--- config.mk ---
export PLATFORM = sky130hd
export DESIGN_NAME = nearest_neighbour_pixel_scaler
export DESIGN_NICKNAME = d
export VERILOG_FILES = /design/src/hw/rtl/nnps_pkg.sv /design/src/hw/rtl/nnps_map_unit.sv /design/src/hw/rtl/nnps_front.sv /design/src/hw/rtl/nnps_cmd_queue.sv /design/src/hw/rtl/nnps_back.sv /design/src/hw/rtl/nearest_neighbour_pixel_scaler.sv
export SDC_FILE = /design/constraint.sdc
export NUM_CORES = 2
export LEC_CHECK = 0
export BUFFER_PORTS_ARGS = -buffer_cell sky130_fd_sc_hd__buf_2
export CORE_ASPECT_RATIO = 1.75
export CORE_UTILIZATION = 45
export CTS_BUF_LIST = sky130_fd_sc_hd__clkbuf_8 sky130_fd_sc_hd__clkbuf_16
export CTS_CLUSTER_SIZE = 30
export DETAILED_ROUTE_END_ITERATION = 8
export SYNTH_ARGS = -nofsm -noshare
export SYNTH_HDL_FRONTEND = slang
export SYNTH_SLANG_ARGS = --single-unit
--- constraint.sdc ---
create_clock -name clock -period 11.1 [get_ports clock]
set_clock_uncertainty 0.2 [all_clocks]
set_input_delay 0 -clock clock [delete_from_list [all_inputs] [get_ports clock]]
set_output_delay 0 -clock clock [all_outputs]
set_load 0.01 [all_outputs]
--- src/hw/rtl/nnps_pkg.sv ---
// Shared types, constants and helper function of the nearest-neighbour pixel scaler.
`default_nettype none

package nnps_pkg;

   // Source position counters and size registers.
   localparam int CoordBits = 12;
   localparam int SizeW     = 13;
   localparam int OffsetW   = 12;
   localparam int PixelW    = 16;
   localparam int CsrIndexW = 3;
   localparam int MaxScale  = 8;
   localparam int SizeLimit = 4096;

   // Mapping divider: numerator is s * d + n - 1, quotient two bits per step.
   localparam int MapSW     = CoordBits + 1;
   localparam int ProdW     = MapSW + SizeW;
   localparam int NumW      = ProdW + 1;
   localparam int QuoW      = SizeW + 1;
   localparam int DivSteps  = QuoW / 2;
   localparam int StepW     = $clog2(DivSteps);
   localparam int RemW      = NumW - QuoW;

   // Command queue between the front and the back.
   localparam int QueueDepth = 2;
   localparam int QueuePtrW  = $clog2(QueueDepth);
   localparam int QueueCntW  = $clog2(QueueDepth + 1);

   // Colour conversion masks.
   localparam logic [PixelW-1:0] AlphaBit = 16'h8000;
   localparam logic [PixelW-1:0] RgMask   = 16'h7fe0;
   localparam logic [PixelW-1:0] BlueMask = 16'h001f;

   typedef enum logic [CsrIndexW-1:0] {
      CSR_SRC_WIDTH  = 3'd0,
      CSR_SRC_HEIGHT = 3'd1,
      CSR_DST_WIDTH  = 3'd2,
      CSR_DST_HEIGHT = 3'd3,
      CSR_DST_LEFT   = 3'd4,
      CSR_DST_TOP    = 3'd5
   } csr_index_type;

   typedef enum logic [1:0] {
      MAP_IDLE,
      MAP_LOAD,
      MAP_DIV,
      MAP_FIN
   } map_state_type;

   typedef enum logic [1:0] {
      FRONT_IDLE,
      FRONT_MAP,
      FRONT_HOLD
   } front_state_type;

   typedef enum logic {
      BACK_IDLE,
      BACK_RUN
   } back_state_type;

   typedef struct packed {
      logic [PixelW-1:0] pixel_in;
      logic              frame_start;
   } req_word_type;

   typedef struct packed {
      logic [SizeW-1:0]  out_x;
      logic [SizeW-1:0]  out_y;
      logic [PixelW-1:0] out_color;
      logic              last_write;
   } rsp_word_type;

   // Effective sizes after clamping.
   typedef struct packed {
      logic [SizeW-1:0] src_w;
      logic [SizeW-1:0] src_h;
      logic [SizeW-1:0] dst_w;
      logic [SizeW-1:0] dst_h;
   } geom_type;

   // Destination rectangle covered by one source pixel.
   typedef struct packed {
      logic [SizeW-1:0]  x0;
      logic [SizeW-1:0]  x1;
      logic [SizeW-1:0]  y0;
      logic [SizeW-1:0]  y1;
      logic [PixelW-1:0] color;
   } cmd_type;

   // A size of zero counts as one; sizes above the limit saturate.
   function automatic logic [SizeW-1:0] clamp_size(input logic [SizeW-1:0] v);
      logic [SizeW-1:0] r;
      if (v == '0) begin
         r = SizeW'(1);
      end else if (v > SizeW'(SizeLimit)) begin
         r = SizeW'(SizeLimit);
      end else begin
         r = v;
      end
      return r;
   endfunction

endpackage

`default_nettype wire

--- src/hw/rtl/nnps_map_unit.sv ---
// Iterative mapping unit: min(d, ceil(s * d / n)), two quotient bits per cycle.
`default_nettype none

module nnps_map_unit
   import nnps_pkg::*;
(
   input  wire logic             clock,
   input  wire logic             reset,
   input  wire logic             start,
   input  wire logic [MapSW-1:0] src_pos,
   input  wire logic [SizeW-1:0] dst_size,
   input  wire logic [SizeW-1:0] src_size,
   output logic                  done,
   output logic [SizeW-1:0]      result
);

   map_state_type      state_ff, state_in;
   logic [StepW-1:0]   step_ff, step_in;
   logic [ProdW-1:0]   prod_ff, prod_in;
   logic               over_ff, over_in;
   logic [SizeW-1:0]   d_ff, d_in;
   logic [SizeW-1:0]   n_ff, n_in;
   logic [SizeW+1:0]   n3_ff, n3_in;
   logic [RemW-1:0]    rem_ff, rem_in;
   logic [QuoW-1:0]    quo_ff, quo_in;

   logic [NumW-1:0]    num;
   logic [RemW+1:0]    trial;
   logic [RemW+1:0]    n1_ext;
   logic [RemW+1:0]    n2_ext;
   logic [RemW+1:0]    n3_ext;
   logic [RemW+1:0]    diff;
   logic [1:0]         digit;

   // Control state.
   always_ff @(posedge clock) begin
      if (reset) begin
         state_ff <= MAP_IDLE;
         step_ff  <= '0;
      end else begin
         state_ff <= state_in;
         step_ff  <= step_in;
      end
   end

   // Datapath registers.
   always_ff @(posedge clock) begin
      prod_ff <= prod_in;
      over_ff <= over_in;
      d_ff    <= d_in;
      n_ff    <= n_in;
      n3_ff   <= n3_in;
      rem_ff  <= rem_in;
      quo_ff  <= quo_in;
   end

   // One radix-4 restoring division step.
   always_comb begin
      num    = NumW'(prod_ff) + NumW'(n_ff) - NumW'(1);
      trial  = {rem_ff, quo_ff[QuoW-1 -: 2]};
      n1_ext = (RemW + 2)'(n_ff);
      n2_ext = (RemW + 2)'({n_ff, 1'b0});
      n3_ext = (RemW + 2)'(n3_ff);
      if (trial >= n3_ext) begin
         digit = 2'd3;
         diff  = trial - n3_ext;
      end else if (trial >= n2_ext) begin
         digit = 2'd2;
         diff  = trial - n2_ext;
      end else if (trial >= n1_ext) begin
         digit = 2'd1;
         diff  = trial - n1_ext;
      end else begin
         digit = 2'd0;
         diff  = trial;
      end
   end

   // Sequencer: multiply, load numerator, divide, present result.
   always_comb begin
      state_in = state_ff;
      step_in  = step_ff;
      prod_in  = prod_ff;
      over_in  = over_ff;
      d_in     = d_ff;
      n_in     = n_ff;
      n3_in    = n3_ff;
      rem_in   = rem_ff;
      quo_in   = quo_ff;
      case (state_ff)
         MAP_IDLE: begin
            if (start) begin
               prod_in  = ProdW'(src_pos) * ProdW'(dst_size);
               over_in  = src_pos >= MapSW'(src_size);
               d_in     = dst_size;
               n_in     = src_size;
               n3_in    = (SizeW + 2)'(src_size) + (SizeW + 2)'({src_size, 1'b0});
               state_in = MAP_LOAD;
            end
         end
         MAP_LOAD: begin
            rem_in   = num[NumW-1:QuoW];
            quo_in   = num[QuoW-1:0];
            step_in  = '0;
            state_in = MAP_DIV;
         end
         MAP_DIV: begin
            rem_in  = diff[RemW-1:0];
            quo_in  = {quo_ff[QuoW-3:0], digit};
            step_in = step_ff + StepW'(1);
            if (step_ff == StepW'(DivSteps - 1)) begin
               state_in = MAP_FIN;
            end
         end
         MAP_FIN: begin
            state_in = MAP_IDLE;
         end
         default: begin
            state_in = MAP_IDLE;
         end
      endcase
   end

   // A position at or past the source size maps to the destination size.
   assign done   = (state_ff == MAP_FIN);
   assign result = over_ff ? d_ff : quo_ff[SizeW-1:0];

endmodule

`default_nettype wire

--- src/hw/rtl/nnps_front.sv ---
// Front end: takes source pixels, tracks the source position and maps it to a rectangle.
`default_nettype none

module nnps_front
   import nnps_pkg::*;
(
   input  wire logic         clock,
   input  wire logic         reset,
   input  wire logic         push,
   output logic              full,
   input  wire req_word_type req_data,
   input  wire geom_type     geom,
   output logic              cmd_push,
   input  wire logic         cmd_full,
   output cmd_type           cmd_data
);

   front_state_type          state_ff, state_in;
   logic [CoordBits-1:0]     src_col_ff, src_col_in;
   logic [CoordBits-1:0]     src_row_ff, src_row_in;
   logic [PixelW-1:0]        color_ff, color_in;
   cmd_type                  cmd_ff, cmd_in;

   logic                     accept;
   logic [CoordBits-1:0]     cur_col;
   logic [CoordBits-1:0]     cur_row;
   logic [CoordBits-1:0]     col_inc;
   logic [CoordBits-1:0]     row_inc;
   logic [MapSW-1:0]         col_pos;
   logic [MapSW-1:0]         row_pos;
   logic [3:0]               lane_done;
   logic [SizeW-1:0]         x0, x1, y0, y1;
   logic                     all_done;
   logic                     range_empty;
   cmd_type                  lane_cmd;

   assign full   = (state_ff != FRONT_IDLE);
   assign accept = push && !full;

   // Source position of this pixel, and of the next one.
   always_comb begin
      cur_col = req_data.frame_start ? '0 : src_col_ff;
      cur_row = req_data.frame_start ? '0 : src_row_ff;
      col_inc = cur_col + CoordBits'(1);
      row_inc = cur_row + CoordBits'(1);
      col_pos = MapSW'(cur_col);
      row_pos = MapSW'(cur_row);
   end

   // Four mapping lanes: first and end columns, first and end rows.
   nnps_map_unit u_map_x0 (
      .clock    (clock),
      .reset    (reset),
      .start    (accept),
      .src_pos  (col_pos),
      .dst_size (geom.dst_w),
      .src_size (geom.src_w),
      .done     (lane_done[0]),
      .result   (x0)
   );

   nnps_map_unit u_map_x1 (
      .clock    (clock),
      .reset    (reset),
      .start    (accept),
      .src_pos  (col_pos + MapSW'(1)),
      .dst_size (geom.dst_w),
      .src_size (geom.src_w),
      .done     (lane_done[1]),
      .result   (x1)
   );

   nnps_map_unit u_map_y0 (
      .clock    (clock),
      .reset    (reset),
      .start    (accept),
      .src_pos  (row_pos),
      .dst_size (geom.dst_h),
      .src_size (geom.src_h),
      .done     (lane_done[2]),
      .result   (y0)
   );

   nnps_map_unit u_map_y1 (
      .clock    (clock),
      .reset    (reset),
      .start    (accept),
      .src_pos  (row_pos + MapSW'(1)),
      .dst_size (geom.dst_h),
      .src_size (geom.src_h),
      .done     (lane_done[3]),
      .result   (y1)
   );

   always_comb begin
      all_done       = &lane_done;
      range_empty    = (x0 == x1) || (y0 == y1);
      lane_cmd.x0    = x0;
      lane_cmd.x1    = x1;
      lane_cmd.y0    = y0;
      lane_cmd.y1    = y1;
      lane_cmd.color = color_ff;
   end

   always_ff @(posedge clock) begin
      if (reset) begin
         state_ff   <= FRONT_IDLE;
         src_col_ff <= '0;
         src_row_ff <= '0;
      end else begin
         state_ff   <= state_in;
         src_col_ff <= src_col_in;
         src_row_ff <= src_row_in;
      end
   end

   always_ff @(posedge clock) begin
      color_ff <= color_in;
      cmd_ff   <= cmd_in;
   end

   // Sequencer: accept, wait for the lanes, hand a non-empty rectangle to the queue or drop an empty one.
   always_comb begin
      state_in   = state_ff;
      src_col_in = src_col_ff;
      src_row_in = src_row_ff;
      color_in   = color_ff;
      cmd_in     = cmd_ff;
      cmd_push   = 1'b0;
      cmd_data   = lane_cmd;
      case (state_ff)
         FRONT_IDLE: begin
            if (accept) begin
               color_in = AlphaBit | ((req_data.pixel_in >> 1) & RgMask)
                        | (req_data.pixel_in & BlueMask);
               // Raster advance; a column or row past the size wraps to zero.
               if ((MapSW'(col_inc) >= MapSW'(geom.src_w)) || (col_inc == '0)) begin
                  src_col_in = '0;
                  if (MapSW'(row_inc) >= MapSW'(geom.src_h)) begin
                     src_row_in = '0;
                  end else begin
                     src_row_in = row_inc;
                  end
               end else begin
                  src_col_in = col_inc;
                  src_row_in = cur_row;
               end
               state_in = FRONT_MAP;
            end
         end
         FRONT_MAP: begin
            if (all_done) begin
               cmd_in = lane_cmd;
               if (range_empty) begin
                  state_in = FRONT_IDLE;
               end else if (!cmd_full) begin
                  cmd_push = 1'b1;
                  state_in = FRONT_IDLE;
               end else begin
                  state_in = FRONT_HOLD;
               end
            end
         end
         FRONT_HOLD: begin
            cmd_data = cmd_ff;
            if (!cmd_full) begin
               cmd_push = 1'b1;
               state_in = FRONT_IDLE;
            end
         end
         default: begin
            state_in = FRONT_IDLE;
         end
      endcase
   end

endmodule

`default_nettype wire

--- src/hw/rtl/nnps_cmd_queue.sv ---
// Short command queue between the front end and the write generator.
`default_nettype none

module nnps_cmd_queue
   import nnps_pkg::*;
(
   input  wire logic    clock,
   input  wire logic    reset,
   input  wire logic    wr_push,
   output logic         wr_full,
   input  wire cmd_type wr_data,
   input  wire logic    rd_pop,
   output logic         rd_empty,
   output cmd_type      rd_data
);

   cmd_type                entry_ff [QueueDepth];
   logic [QueuePtrW-1:0]   wr_ptr_ff, wr_ptr_in;
   logic [QueuePtrW-1:0]   rd_ptr_ff, rd_ptr_in;
   logic [QueueCntW-1:0]   count_ff, count_in;
   logic                   do_push;
   logic                   do_pop;

   assign wr_full  = (count_ff == QueueCntW'(QueueDepth));
   assign rd_empty = (count_ff == '0);
   assign rd_data  = entry_ff[rd_ptr_ff];
   assign do_push  = wr_push && !wr_full;
   assign do_pop   = rd_pop && !rd_empty;

   // Pointer and fill count update.
   always_comb begin
      wr_ptr_in = wr_ptr_ff;
      rd_ptr_in = rd_ptr_ff;
      count_in  = count_ff;
      if (do_push) begin
         wr_ptr_in = (wr_ptr_ff == QueuePtrW'(QueueDepth - 1)) ? '0
                   : wr_ptr_ff + QueuePtrW'(1);
      end
      if (do_pop) begin
         rd_ptr_in = (rd_ptr_ff == QueuePtrW'(QueueDepth - 1)) ? '0
                   : rd_ptr_ff + QueuePtrW'(1);
      end
      if (do_push && !do_pop) begin
         count_in = count_ff + QueueCntW'(1);
      end else if (do_pop && !do_push) begin
         count_in = count_ff - QueueCntW'(1);
      end
   end

   always_ff @(posedge clock) begin
      if (reset) begin
         wr_ptr_ff <= '0;
         rd_ptr_ff <= '0;
         count_ff  <= '0;
      end else begin
         wr_ptr_ff <= wr_ptr_in;
         rd_ptr_ff <= rd_ptr_in;
         count_ff  <= count_in;
      end
   end

   // Storage.
   always_ff @(posedge clock) begin
      if (do_push) begin
         entry_ff[wr_ptr_ff] <= wr_data;
      end
   end

endmodule

`default_nettype wire

--- src/hw/rtl/nnps_back.sv ---
// Back end: walks each rectangle row by row and emits one write per cycle while its output is taken.
`default_nettype none

module nnps_back
   import nnps_pkg::*;
(
   input  wire logic               clock,
   input  wire logic               reset,
   input  wire logic               cmd_empty,
   output logic                    cmd_pop,
   input  wire cmd_type            cmd_data,
   input  wire logic [OffsetW-1:0] dst_left,
   input  wire logic [OffsetW-1:0] dst_top,
   output logic                    empty,
   input  wire logic               pop,
   output rsp_word_type            rsp_data
);

   back_state_type     state_ff, state_in;
   logic               out_valid_ff, out_valid_in;
   rsp_word_type       out_ff, out_in;
   cmd_type            cur_ff, cur_in;
   logic [SizeW-1:0]   x_ff, x_in;
   logic [SizeW-1:0]   y_ff, y_in;

   logic               out_free;
   logic [SizeW-1:0]   x_next;
   logic [SizeW-1:0]   y_next;
   logic               row_end;
   logic               last;

   assign empty    = !out_valid_ff;
   assign rsp_data = out_ff;
   assign out_free = !out_valid_ff || pop;

   always_comb begin
      x_next  = x_ff + SizeW'(1);
      y_next  = y_ff + SizeW'(1);
      row_end = (x_next == cur_ff.x1);
      last    = row_end && (y_next == cur_ff.y1);
   end

   always_ff @(posedge clock) begin
      if (reset) begin
         state_ff     <= BACK_IDLE;
         out_valid_ff <= 1'b0;
      end else begin
         state_ff     <= state_in;
         out_valid_ff <= out_valid_in;
      end
   end

   always_ff @(posedge clock) begin
      out_ff <= out_in;
      cur_ff <= cur_in;
      x_ff   <= x_in;
      y_ff   <= y_in;
   end

   // Write walker with an output register in front of the result port.
   always_comb begin
      state_in     = state_ff;
      out_valid_in = out_valid_ff && !pop;
      out_in       = out_ff;
      cur_in       = cur_ff;
      x_in         = x_ff;
      y_in         = y_ff;
      cmd_pop      = 1'b0;
      case (state_ff)
         BACK_IDLE: begin
            if (!cmd_empty) begin
               cmd_pop  = 1'b1;
               cur_in   = cmd_data;
               x_in     = cmd_data.x0;
               y_in     = cmd_data.y0;
               state_in = BACK_RUN;
            end
         end
         BACK_RUN: begin
            if (out_free) begin
               out_valid_in      = 1'b1;
               out_in.out_x      = SizeW'(dst_left) + x_ff;
               out_in.out_y      = SizeW'(dst_top) + y_ff;
               out_in.out_color  = cur_ff.color;
               out_in.last_write = last;
               if (last) begin
                  // Move straight on to the next rectangle when one waits.
                  if (!cmd_empty) begin
                     cmd_pop = 1'b1;
                     cur_in  = cmd_data;
                     x_in    = cmd_data.x0;
                     y_in    = cmd_data.y0;
                  end else begin
                     state_in = BACK_IDLE;
                  end
               end else if (row_end) begin
                  x_in = cur_ff.x0;
                  y_in = y_next;
               end else begin
                  x_in = x_next;
               end
            end
         end
         default: begin
            state_in = BACK_IDLE;
         end
      endcase
   end

endmodule

`default_nettype wire

--- src/hw/rtl/nearest_neighbour_pixel_scaler.sv ---
// Top level of the nearest-neighbour pixel scaler: registers, front end, queue and back end.
`default_nettype none

// Takes RGB565 source pixels in raster order and, for each, emits one A1R5G5B5
// write per destination pixel that maps to it, row by row, with the rectangle
// offset added and the last write of the pixel flagged. For each pixel the
// four mapping dividers, which work two quotient bits a cycle, load the
// numerator, divide and present the result, and the front end then hands the
// rectangle over, holding it while the queue is full; the back end produces
// one write per cycle while it has a rectangle and its output is taken. The
// two overlap through a two-entry queue; a pixel makes up to 64 writes at the
// largest scale. Sizes of zero count as one, sizes above 4096 saturate, and the
// destination is clamped to eight times the source. Write the registers only
// while idle.
module nearest_neighbour_pixel_scaler
   import nnps_pkg::*;
(
   input  wire logic                 clock,
   input  wire logic                 reset,
   input  wire logic                 csr_wr_en,
   input  wire logic [CsrIndexW-1:0] csr_index,
   input  wire logic [SizeW-1:0]     csr_wdata,
   input  wire logic                 push,
   output logic                      full,
   input  wire req_word_type         req_data,
   output logic                      empty,
   input  wire logic                 pop,
   output rsp_word_type              rsp_data
);

   logic [SizeW-1:0]     src_width_ff;
   logic [SizeW-1:0]     src_height_ff;
   logic [SizeW-1:0]     dst_width_ff;
   logic [SizeW-1:0]     dst_height_ff;
   logic [OffsetW-1:0]   dst_left_ff;
   logic [OffsetW-1:0]   dst_top_ff;

   logic [SizeW-1:0]     sw_eff;
   logic [SizeW-1:0]     sh_eff;
   logic [SizeW-1:0]     dw_clamp;
   logic [SizeW-1:0]     dh_clamp;
   logic [SizeW+2:0]     dw_limit;
   logic [SizeW+2:0]     dh_limit;
   geom_type             geom;

   logic                 q_push;
   logic                 q_full;
   cmd_type              q_wr_data;
   logic                 q_pop;
   logic                 q_empty;
   cmd_type              q_rd_data;

   // Configuration registers.
   always_ff @(posedge clock) begin
      if (reset) begin
         src_width_ff  <= SizeW'(256);
         src_height_ff <= SizeW'(224);
         dst_width_ff  <= SizeW'(256);
         dst_height_ff <= SizeW'(224);
         dst_left_ff   <= '0;
         dst_top_ff    <= '0;
      end else if (csr_wr_en) begin
         case (csr_index_type'(csr_index))
            CSR_SRC_WIDTH:  src_width_ff  <= csr_wdata;
            CSR_SRC_HEIGHT: src_height_ff <= csr_wdata;
            CSR_DST_WIDTH:  dst_width_ff  <= csr_wdata;
            CSR_DST_HEIGHT: dst_height_ff <= csr_wdata;
            CSR_DST_LEFT:   dst_left_ff   <= csr_wdata[OffsetW-1:0];
            CSR_DST_TOP:    dst_top_ff    <= csr_wdata[OffsetW-1:0];
            default: begin
            end
         endcase
      end
   end

   // Effective sizes; the destination never exceeds the maximum scale.
   always_comb begin
      sw_eff     = clamp_size(src_width_ff);
      sh_eff     = clamp_size(src_height_ff);
      dw_clamp   = clamp_size(dst_width_ff);
      dh_clamp   = clamp_size(dst_height_ff);
      dw_limit   = (SizeW + 3)'(MaxScale) * (SizeW + 3)'(sw_eff);
      dh_limit   = (SizeW + 3)'(MaxScale) * (SizeW + 3)'(sh_eff);
      geom.src_w = sw_eff;
      geom.src_h = sh_eff;
      geom.dst_w = ((SizeW + 3)'(dw_clamp) > dw_limit) ? dw_limit[SizeW-1:0] : dw_clamp;
      geom.dst_h = ((SizeW + 3)'(dh_clamp) > dh_limit) ? dh_limit[SizeW-1:0] : dh_clamp;
   end

   nnps_front u_front (
      .clock    (clock),
      .reset    (reset),
      .push     (push),
      .full     (full),
      .req_data (req_data),
      .geom     (geom),
      .cmd_push (q_push),
      .cmd_full (q_full),
      .cmd_data (q_wr_data)
   );

   nnps_cmd_queue u_queue (
      .clock    (clock),
      .reset    (reset),
      .wr_push  (q_push),
      .wr_full  (q_full),
      .wr_data  (q_wr_data),
      .rd_pop   (q_pop),
      .rd_empty (q_empty),
      .rd_data  (q_rd_data)
   );

   nnps_back u_back (
      .clock     (clock),
      .reset     (reset),
      .cmd_empty (q_empty),
      .cmd_pop   (q_pop),
      .cmd_data  (q_rd_data),
      .dst_left  (dst_left_ff),
      .dst_top   (dst_top_ff),
      .empty     (empty),
      .pop       (pop),
      .rsp_data  (rsp_data)
   );

   // The front end never pushes into a full queue.
   assert property (@(posedge clock) disable iff (reset) q_push |-> !q_full)
      else $error("command pushed into a full queue");

   // The back end never pops an empty queue.
   assert property (@(posedge clock) disable iff (reset) q_pop |-> !q_empty)
      else $error("command popped from an empty queue");

   // A pixel being mapped blocks the next one.
   assert property (@(posedge clock) disable iff (reset) (push && !full) |=> full)
      else $error("input taken while the front end was still mapping");

endmodule

`default_nettype wire
==> results.py <==
metrics = {
    "layout": {
        "area_delta_synth_final_pct": 8.946,
        "multi_input_area_um2": 42800,
        "nets": 8809,
        "drive_gt1_share_pct": 7.461,
        "ff_latch_area_um2": 23970,
        "nFillCells": 14630,
    },
    "detailed_routing": {
        "drtIter0Drc": 3477,
        "drcViolationCount": 0,
        "totalWireLength_mm": 216.4,
        "first_pass_iters": 6,
        "wl_per_cell_um": 22.39,
        "antenna_left": 0,
        "via_per_inst": 5.617,
        "num_vias": 54280,
    },
    "worst_setup_path": {
        "cp.required_ns": 11.32,
        "worstSetupPathType": "reg2reg",
        "r2r_slack_ns": 1.25,
        "crit_path_max_fanout": 17,
        "cpPeakStageDelay_ns": 0.76,
        "cpMaxStageDelayCell": "nor2b_1",
        "critPathArrivalTime_ns": 10.07,
        "crit_path_frequent_cell": "fa_1",
        "start_kind": "flip-flop",
        "end_kind": "flip-flop",
    },
    "synth": {
        "synth.net_count": 8672,
        "ys_warn_count": 0,
        "synth_area_leaders": "edfxtp_1 (30%), fa_1 (13%), ha_1 (13%)",
        "yosysTopAreaCellShare_pct": 29.71,
        "async_flop_share_pct": 0,
        "yosys_most_used_dff": "edfxtp_1",
        "synth.most_common_cell": "inv_1",
        "yosysSeqAreaShare_pct": 33.30,
        "synth_top_cell_by_area": "edfxtp_1",
        "avgSynthCellArea_um2": 9.706,
        "syn_area_um2": 71970,
        "ys_seq_elements": 841,
        "ys_types": 92,
        "netlist_instances": 7415,
        "synth_common_cells": "inv_1 (1139), nand2_1 (806), ha_1 (737)",
        "synth_edf_count": 712,
    },
    "global_routing": {
        "grt_max_degree": 80,
        "antenna_found_initial": 4,
        "grtUsageMet1_pct": 28.83,
        "use_met3_pct": 3.200,
        "grt_first_pass_wirelength_mm": 328.3,
        "grt_use_met2_pct": 49.27,
        "first_global_vias": 56370,
        "top_usage_layer": "met2",
        "grtUsageTotal_pct": 26.81,
        "grt_overflow": 0,
    },
    "power_and_ir_drop": {
        "p_seq_share_pct": 31.4,
        "internal_power_uw": 8857,
        "p_comb_share_pct": 50.2,
        "leakagePower_uw": 0.03459,
        "p_clk_share_pct": 18.5,
        "power_uw": 15240,
        "peakVddDrop_mv": 0.1378,
        "p_switching_uw": 6380,
        "p_per_area_nw_per_um2": 194.3,
        "swShare_pct": 41.87,
    },
    "placed_design": {
        "gp_congestion": 0.9474,
        "dpl.hpwl_mm": 169.9,
        "io_buffers": 80,
        "dp_slack_ns": 1.275,
    },
    "floorplan": {
        "core-area_um2": 158400,
        "chipWidth_um": 304.3,
        "ios": 83,
        "rows": 193,
        "die_area_um2": 161600,
        "initial_utilization_pct": 45.43,
        "fp.dieH_um": 531.0,
    },
    "sta": {
        "setup_tns_ns": 0,
        "fmax_ghz": 0.1015,
        "setup_violations": 0,
        "rsz0062_at_grt": "false",
        "post-route-period-util_pct": 88.76,
        "worst_slack_ns": 1.248,
        "hold_viol": 0,
        "tightest_slew_ns": 1.165,
        "relSlewSlack_pct": 22.02,
        "final_max_slew_viol_count": 0,
        "layout_min_cycle_time_ns": 9.852,
    },
    "clock_tree": {
        "cts_buffers": 83,
        "cts_buffer_depth": 3,
        "cts_tree": "built",
        "clk_pin_slew_ns": 0.07,
        "cts_root_buffer": "clkbuf_16",
        "cts_resized": 0,
        "cts_sinks": 841,
        "cts_max_level": 3,
        "insertion_delay_ns": 0.70,
    },
    "run": {
        "max-cap-violations": 0,
    },
    "min_path": {
        "hold_path.class": "in2reg",
    },
    "outcome": {
        "status": "finished clean",
    },
}
[stage by stage]
| stage | instances | util, % | area [um^2] | hold slack [ns] |
|---|---|---|---|---|
| floorplan | 7415 | - | 71970 | -0.1011 |
| global placement | 9444 | 47.37 | 75040 | -0.02350 |
| detailed placement | 9444 | 47.37 | 75040 | -0.02139 |
| CTS | 9660 | 49.49 | 78400 | 0.0003600 |
| global route | 9661 | 49.49 | 78400 | 0.07157 |
| finish | 9665 | 49.50 | 78410 | 0.04518 |
[power groups by stage]
| stage | logic [uW] | registers, uW | clock network [uW] |
|---|---|---|---|
| after floorplan | 5550 | 4630 | 0 |
| after global placement | 7430 | 4840 | 0 |
| after detailed placement | 7540 | 4850 | 0 |
| after CTS | 7610 | 4780 | 2890 |
| after global routing | 8380 | 4840 | 2980 |
| final | 7640 | 4780 | 2810 |
[cell usage in the layout (no fill, tap or decap), drive strengths merged, types with 32 or more instances in the layout]
master and instances:
a211oi 50, a21o 117, a21oi 358, a31oi 44
and2 58, and3 41, buf 200, clkbuf 84
clkinv 61, dfxtp 129, dlygate4sd3 70, edfxtp 712
fa 482, ha 737, inv 1164, mux2 187
mux2i 111, nand2 807, nand2b 77, nand3 103
nand4 50, nor2 574, nor2b 113, nor3 118
o211ai 51, o21a 81, o21ai 244, or3 32
xnor2 243, xor2 120
[path summary, 6_finish.rpt]
check,depth (start not counted),start,endpoint
max,29,src_width_ff[12],u_front.u_map_x1.prod_ff[25]
min,5,pop,u_back.out_valid_ff
max reg2reg,29,src_width_ff[12],u_front.u_map_x1.prod_ff[25]
min reg2reg,0,u_back.cur_ff[6],u_back.rsp_data[7]
[critical path, delay by kind of cell, from the launching register on]
| kind | cells | cell delay, ns |
|---|---|---|
| AND/OR/NAND/NOR | 5 | 2.03 |
| adder cells (fa/ha/maj) | 7 | 3.42 |
| multiplexers | 1 | 0.25 |
| XOR/XNOR | 1 | 0.08 |
| flip-flops | 1 | 0.42 |
| buffers and inverters | 5 | 1.27 |
| AO/OA/AOI/OAI | 10 | 1.92 |
[final cells by class]
type / instances / area share, %
antenna: 5 / 0.01596
timing repair buffer: 270 / 2.556
sequential: 841 / 30.57
clock buffer: 84 / 2.667
clock inverter: 62 / 0.7213
multi-input combinational: 5181 / 54.58
inverter: 1175 / 5.625
tap: 2047 / 3.267
[flip-flops by register name, summed over array words and instances, names as in the netlist, 14 cells and up, named ones only]
| register | flops |
|---|---|
| u_queue.entry_ff | 134 |
| u_front.cmd_ff | 67 |
| u_back.cur_ff | 54 |
| u_back.rsp_data | 42 |
| u_front.u_map_x1.prod_ff | 26 |
| u_front.u_map_y1.prod_ff | 26 |
| u_front.u_map_x0.prod_ff | 25 |
| u_front.u_map_y0.prod_ff | 25 |
| u_front.color_ff | 15 |
| u_front.u_map_x0.n3_ext | 14 |
| u_front.u_map_x0.quo_ff | 14 |
| u_front.u_map_x1.n3_ext | 14 |
| u_front.u_map_x1.quo_ff | 14 |
| u_front.u_map_y0.n3_ext | 14 |
| u_front.u_map_y0.quo_ff | 14 |
| u_front.u_map_y1.n3_ext | 14 |
| u_front.u_map_y1.quo_ff | 14 |
[cells by family (layout without fill, tap and decap cells)]
| family | after synthesis | in the layout | synth area share [%] |
|---|---|---|---|
| adders and majority gates | 1219 | 1219 | 26.22 |
| xor gates and xnor gates | 370 | 370 | 4.638 |
| buffers and inverters | 1393 | 1591 | 7.342 |
| AOI/OAI and AO/OA | 1229 | 1229 | 11.08 |
| muxes | 298 | 298 | 4.475 |
| DFF | 841 | 841 | 33.30 |
| and+or+nand+nor | 2064 | 2064 | 12.94 |
| other | 1 | 6 | 0.005211 |
[per-layer routing]
layer,vias to the layer above,routed length [um]
li1,25340,-
met1,26830,80050
met2,1491,110200
met3,622,9584
met4,0,16510
met5,-,0
[timing repair]
| action | CTS | global route |
|---|---|---|
| endpoints found under the setup margin | 0 | 0 |
| setup buffers | 0 | 0 |
| hold buffers | 70 | 0 |
| hold endpoints to repair | 138 | 0 |
(Power assumes the default switching activity.)
